<file path="config.mk">
export PLATFORM = sky130hd
export DESIGN_NAME = c1sp_cell
export DESIGN_NICKNAME = d
export VERILOG_FILES = /design/src/c1sp_pkg.sv /design/src/c1sp_cell.sv
export SDC_FILE = /design/constraint.sdc
export NUM_CORES = 1
export LEC_CHECK = 0
export BUFFER_PORTS_ARGS = -buffer_cell sky130_fd_sc_hd__clkbuf_2
export CORE_MARGIN = 4
export CORE_UTILIZATION = 47
export CTS_BUF_LIST = sky130_fd_sc_hd__clkbuf_4
export DETAILED_ROUTE_END_ITERATION = 7
export PLACE_DENSITY = 0.78
export SLEW_MARGIN = 20
export SYNTH_ARGS = -nofsm -noshare
export SYNTH_HDL_FRONTEND = slang
export SYNTH_SLANG_ARGS = --single-unit
</file>
<file path="constraint.sdc">
create_clock -name i_clk -period 6.31 [get_ports i_clk]
set_input_delay 0.3155 -clock i_clk [delete_from_list [all_inputs] [get_ports i_clk]]
set_output_delay 0.3155 -clock i_clk [all_outputs]
set_load 0.005 [all_outputs]
</file>
<file path="src/c1sp_pkg.sv">
// Package: constants, coefficient table and control type for the C1 spline evaluator.
`timescale 1ns / 1ps
package c1sp_pkg;

    localparam int DEF_X_FRAC_BITS   = 16;
    localparam int DEF_OUT_FRAC_BITS = 24;
    localparam int X_W               = 24;
    localparam int Y_W               = 32;
    localparam int N_ORD             = 4;
    localparam int N_ROW             = 5;
    localparam int N_TERM            = 10;
    localparam int TOP_J             = N_TERM - 1;
    localparam int ACC_MARGIN        = 8;

    typedef struct packed {
        logic [1:0] ord;
        logic [2:0] k;
        logic       supp;
        logic       pos;
        logic       last;
    } t_ctl;

    localparam int COEF_NUM [N_ORD][N_ROW][N_TERM] = '{
        '{
            '{0, -1, 4, 3, 0, 0, 0, 0, 0, 0},
            '{0, 0, -1, -1, 0, 0, 0, 0, 0, 0},
            '{0, 0, 0, 0, 0, 0, 0, 0, 0, 0},
            '{0, 0, 0, 0, 0, 0, 0, 0, 0, 0},
            '{0, 0, 0, 0, 0, 0, 0, 0, 0, 0}
        },
        '{
            '{0, -8, 18, 7, -12, -5, 0, 0, 0, 0},
            '{0, 2, -11, -7, 11, 5, 0, 0, 0, 0},
            '{0, 0, 2, 1, -2, -1, 0, 0, 0, 0},
            '{0, 0, 0, 0, 0, 0, 0, 0, 0, 0},
            '{0, 0, 0, 0, 0, 0, 0, 0, 0, 0}
        },
        '{
            '{0, -108, 192, 67, -144, -38, 24, 7, 0, 0},
            '{0, 36, -102, -68, 125, 39, -23, -7, 0, 0},
            '{0, -12, 88, 43, -110, -38, 22, 7, 0, 0},
            '{0, 0, -12, -4, 15, 5, -3, -1, 0, 0},
            '{0, 0, 0, 0, 0, 0, 0, 0, 0, 0}
        },
        '{
            '{0, -2304, 3600, 1300, -2740, -557, 620, 130, -40, -9},
            '{0, 288, -576, -446, 757, 199, -194, -44, 13, 3},
            '{0, -384, 1424, 828, -1932, -567, 546, 132, -38, -9},
            '{0, 144, -1332, -520, 1813, 497, -518, -130, 37, 9},
            '{0, 0, 144, 36, -196, -49, 56, 14, -4, -1}
        }
    };

    localparam int COEF_DEN [N_ORD][N_ROW] = '{
        '{2, 2, 1, 1, 1},
        '{12, 24, 24, 1, 1},
        '{144, 240, 720, 720, 1},
        '{2880, 1440, 10080, 40320, 40320}
    };

    // coefficient in Q.frac, rounded half away from zero
    function automatic longint coef_fix(int ord, int row, int j, int frac);
        longint n;
        longint a;
        longint x;
        longint q;
        n = longint'(COEF_NUM[ord][row][j]);
        a = (n < 0) ? -n : n;
        x = a << (frac + 1);
        case (COEF_DEN[ord][row])
            1:       q = (x + 1) / 2;
            2:       q = (x + 2) / 4;
            12:      q = (x + 12) / 24;
            24:      q = (x + 24) / 48;
            144:     q = (x + 144) / 288;
            240:     q = (x + 240) / 480;
            720:     q = (x + 720) / 1440;
            1440:    q = (x + 1440) / 2880;
            2880:    q = (x + 2880) / 5760;
            10080:   q = (x + 10080) / 20160;
            40320:   q = (x + 40320) / 80640;
            default: q = 0;
        endcase
        return (n < 0) ? -q : q;
    endfunction

endpackage

</file>
<file path="src/c1sp_cell.sv">
// Horner cell: one multiply-round-add step of the value and slope chains; the J = 0 cell passes slope through.
`timescale 1ns / 1ps
module c1sp_cell #(
    parameter int X_FRAC_BITS   = c1sp_pkg::DEF_X_FRAC_BITS,
    parameter int OUT_FRAC_BITS = c1sp_pkg::DEF_OUT_FRAC_BITS,
    parameter int J             = 0
) (
    input  logic                                                  i_clk,
    input  logic                                                  i_rst_n,
    input  logic                                                  i_valid,
    output logic                                                  o_ready,
    input  logic signed [OUT_FRAC_BITS+c1sp_pkg::ACC_MARGIN-1:0]  i_f,
    input  logic signed [OUT_FRAC_BITS+c1sp_pkg::ACC_MARGIN-1:0]  i_df,
    input  logic signed [X_FRAC_BITS:0]                           i_t,
    input  c1sp_pkg::t_ctl                                        i_ctl,
    output logic                                                  o_valid,
    input  logic                                                  i_ready,
    output logic signed [OUT_FRAC_BITS+c1sp_pkg::ACC_MARGIN-1:0]  o_f,
    output logic signed [OUT_FRAC_BITS+c1sp_pkg::ACC_MARGIN-1:0]  o_df,
    output logic signed [X_FRAC_BITS:0]                           o_t,
    output c1sp_pkg::t_ctl                                        o_ctl
);
    import c1sp_pkg::*;

    localparam int ACC_W = OUT_FRAC_BITS + ACC_MARGIN;
    localparam int PW    = ACC_W + X_FRAC_BITS + 1;
    localparam logic signed [PW-1:0] HALF = PW'(1) << (X_FRAC_BITS - 1);

    logic signed [ACC_W-1:0] w_c  [N_ORD][N_ROW];
    logic signed [ACC_W-1:0] w_jc [N_ORD][N_ROW];
    logic signed [ACC_W-1:0] c;
    logic signed [ACC_W-1:0] jc;
    logic signed [PW-1:0]    pf;
    logic signed [PW-1:0]    pdf;
    logic signed [PW-1:0]    sf;
    logic signed [PW-1:0]    sdf;
    logic signed [ACC_W-1:0] n_f;
    logic signed [ACC_W-1:0] n_df;

    logic                    r_valid;
    logic signed [ACC_W-1:0] r_f;
    logic signed [ACC_W-1:0] r_df;
    logic signed [X_FRAC_BITS:0] r_t;
    t_ctl                    r_ctl;

    for (genvar go = 0; go < N_ORD; go++) begin : g_ord
        for (genvar gr = 0; gr < N_ROW; gr++) begin : g_row
            assign w_c[go][gr]  = ACC_W'(coef_fix(go, gr, J, OUT_FRAC_BITS));
            assign w_jc[go][gr] = ACC_W'(longint'(J) * coef_fix(go, gr, J, OUT_FRAC_BITS));
        end
    end

    always_comb begin
        c  = '0;
        jc = '0;
        if (i_ctl.k < 3'(N_ROW)) begin
            c  = w_c[i_ctl.ord][i_ctl.k];
            jc = w_jc[i_ctl.ord][i_ctl.k];
        end
        pf   = i_f * i_t;
        pdf  = i_df * i_t;
        sf   = (pf + HALF) >>> X_FRAC_BITS;
        sdf  = (pdf + HALF) >>> X_FRAC_BITS;
        n_f  = ACC_W'(sf) + c;
        n_df = (J == 0) ? i_df : ACC_W'(sdf) + jc;
    end

    assign o_ready = !r_valid || i_ready;

    always_ff @(posedge i_clk) begin
        if (!i_rst_n) begin
            r_valid <= 1'b0;
        end else if (o_ready) begin
            r_valid <= i_valid;
        end
        if (o_ready) begin
            r_f   <= n_f;
            r_df  <= n_df;
            r_t   <= i_t;
            r_ctl <= i_ctl;
        end
    end

    assign o_valid = r_valid;
    assign o_f     = r_f;
    assign o_df    = r_df;
    assign o_t     = r_t;
    assign o_ctl   = r_ctl;

endmodule
</file>
==> flow_metrics.env <==
export IMPL_dieWidth_um=219
export IMPL_fp_coreArea_mm2=0.0436
export IMPL_crit_end="o_f[29]"
export IMPL_synth_nets=2830
export IMPL_min_period_ns=6.10
export IMPL_htreeDepth=3
export IMPL_crit_required_ns=6.72
export IMPL_dp_cells=3022
export IMPL_r2r_end="o_valid"
export IMPL_layout_commonest_cell="inv_1"
export IMPL_drtAntennaViolNets=0
export IMPL_grt_max_degree=60
export IMPL_synth_flop_cell="edfxtp_1"
export IMPL_outcome="complete, no violations"
export IMPL_cap_violations=0
export IMPL_numCtsBuffers=9
export IMPL_reg2reg_slack_ns=3.88
export IMPL_reg2regPathDepth=4
export IMPL_firstDrtPassIters=5
export IMPL_crit_cells=22
export IMPL_vias=15700
export IMPL_drv_slew=0
export IMPL_startpoint="i_t[6]"
export IMPL_clk_latency_ns=0.62
export IMPL_numClockSinks=90
export IMPL_cts_resized=0
export IMPL_r2r_start="o_valid"
export IMPL_finish_net_count=3205
export IMPL_synth_seq_cells=90
export IMPL_critPathKind="in2reg"
export IMPL_critPathLaunchType="input pin"
export IMPL_gp_congestion=0.925
export IMPL_drc_errors=0
export IMPL_syn_cell_area_mm2=0.0209
export IMPL_cts_tree="built"
export IMPL_core_rowCount=76
export IMPL_yosysWarnings=0
export IMPL_final_layout_size_suffix_gt1_share_pct=17.6
export IMPL_max_stage_delay_ns=0.52
export IMPL_synth_mux_area_share_pct=0.0479
export IMPL_initial_core_util_pct=48.0
export IMPL_slowest_stage="fa_1"
export IMPL_synth_simple_area_share_pct=14.7
export IMPL_synth_compound_area_share_pct=3.78
export IMPL_synth_top_family_by_area="adder cells"
export IMPL_io_buffers=183
export IMPL_areaGrowthSynthToFinish_pct=18.0
export IMPL_cts_root_buf="clkbuf_4"
export IMPL_synth_xor_area_share_pct=1.76
export IMPL_fmax_ghz=0.164
export IMPL_cpMostUsedCell="fa_1"
export IMPL_synth_edf_count=89
export IMPL_io_pins=184
export IMPL_overflow=0
export IMPL_antenna_found_initial=2
export IMPL_gr_usage_all_layers_pct=25.0
export IMPL_synth_fa_ha_area_share_pct=55.7
export IMPL_final_instance_count_excl_fill=3084
export IMPL_syn_area_per_cell_um2=9.88
export IMPL_rsz0062_at_grt="false"
export IMPL_stdcell_area_mm2=0.0247
export IMPL_worstSetupEndpointType="flip-flop"
export IMPL_slew_headroom_pct=47.5
export IMPL_wl_per_cell_um=18.3
export IMPL_dpl_hpwl_um=48100
export IMPL_cts_setup_buffers=0
export IMPL_wirelength_um=56600
export IMPL_synth_cells=2115
export IMPL_setup_tns_ns=0
export IMPL_seq_area_frac_synth_pct=12.9
export IMPL_yosysTopAreaCellShare_pct=49.3
export IMPL_skew_ns=0.0325
export IMPL_drt_iter0_drc=992
export IMPL_final_cell_mix="525 x inv_1, 515 x fa_1, 308 x nand2_1"
export IMPL_critPathArrivalTime_ns=6.51
export IMPL_tightest_slew_ns=0.787
export IMPL_synth_async_reset_ratio_pct=0
export IMPL_grt_pass1_vias=18000
export IMPL_ys_top_cells_by_area="fa_1 49%, edfxtp_1 13%, inv_1 9.4%"
export IMPL_setup_viol=0
export IMPL_vias_per_cell=5.09
export IMPL_cp_max_fo=11
export IMPL_final_period_utilization_pct=96.6
export IMPL_yosysUniqueCellTypes=58
export IMPL_crit_family="adder cells"
export IMPL_path_buf_inv=7
export IMPL_hold_path_class="in2reg"
export IMPL_final_hold_viol_count=0
export IMPL_clock_path_buffers=2
export IMPL_placed_area_mm2=0.0241
export IMPL_grt_pass1_wl_um=93600
export IMPL_cts_clk_slew_worst_paths_ns=0.18
export IMPL_synth_area_leader_cell="fa_1"
export IMPL_fp_dieH_um=219
export IMPL_die_area_mm2=0.0479
export IMPL_path_cells="clkbuf_2 -> buf_4 -> and2_1 -> fa_1 -> inv_1 -> fa_1 -> inv_1 -> fa_1 -> fa_1 -> fa_1 -> inv_1 -> fa_1 -> inv_1 -> ha_1 -> a21oi_1 -> nand2_1 -> a2111oi_2 -> nor3_2 -> a31o_4 -> a221o_1 -> buf_4 -> a311oi_1"
-- state kept, by name (all words and copies together), names as in the netlist --
register  flops
o_ctl         8
o_df         32
o_f          32
o_t          17
o_valid       1
-- synthesized netlist by cell type, types with 13 or more instances --
cell type / n
o21ai_0: 16
a21oi_1: 35
xor2_1: 13
edfxtp_1: 89
xnor2_1: 29
nand2_1: 308
a21o_1: 14
and2_1: 229
clkbuf_1: 84
ha_1: 107
nor2_1: 40
fa_1: 515
inv_1: 525
-- layer usage --
| layer | wire (µm) | GRT usage, % | vias to the layer above |
|---|---|---|---|
| met5 | 0 | 0 | - |
| met2 | 28600 | 43.1 | 603 |
| met4 | 2110 | 8.72 | 0 |
| li1 | - | - | 6942 |
| met3 | 4000 | 4.90 | 122 |
| met1 | 21800 | 31.6 | 8044 |
-- cell type report --
class | instances | area, µm²
Timing Repair Buffer | 454 | 3210
Antenna cell | 4 | 10.0
Tap cell | 585 | 732
Fill cell | 3700 | 18900
Inverter | 526 | 1970
Multi-Input combinational cell | 1409 | 15900
Clock buffer | 9 | 67.6
Sequential cell | 90 | 2690
Clock inverter | 7 | 78.8
-- through the flow --
step | utilization [%] | hold WS, ns | worst slack (ns)
after floorplan | - | 0.414 | 0.269
after global placement | 55.3 | 0.492 | -0.211
after detailed placement | 55.3 | 0.494 | -0.332
after CTS | 56.6 | 0.0435 | 0.331
after global routing | 56.6 | 0.0792 | 0.0720
final | 56.6 | 0.0944 | 0.213
-- cells by family after synthesis --
logic type                 after synthesis
adders and majority gates              622
AOI/OAI and AO/OA                      116
muxes                                    1
DFF                                     90
buffers and inverters                  616
and+or+nand+nor                        628
xor gates and xnor gates                42
-- repair_timing --
item / 4_1_cts / 5_1_grt
endpoints found under the setup margin: 0 / 0
hold endpoints to repair: 41 / 0
hold buffers: 42 / 0
-- how the worst min path moves through the flow --
stage          slack, ns  cells past startpoint  endpoint  startpoint
6_report            0.09                      2    o_t[9]      i_t[9]
3_3_place_gp        0.49                      1  o_df[17]    i_df[17]
5_1_grt             0.08                      2    o_t[9]      i_t[9]
3_5_place_dp        0.49                      1  o_df[31]    i_df[31]
2_1_floorplan       0.41                      0  o_ctl[0]    i_ctl[0]
4_1_cts             0.04                      2    o_t[9]      i_t[9]
Power is not shown: default switching activity piles up to over one toggle a cycle in this logic, so the estimate is an artifact.
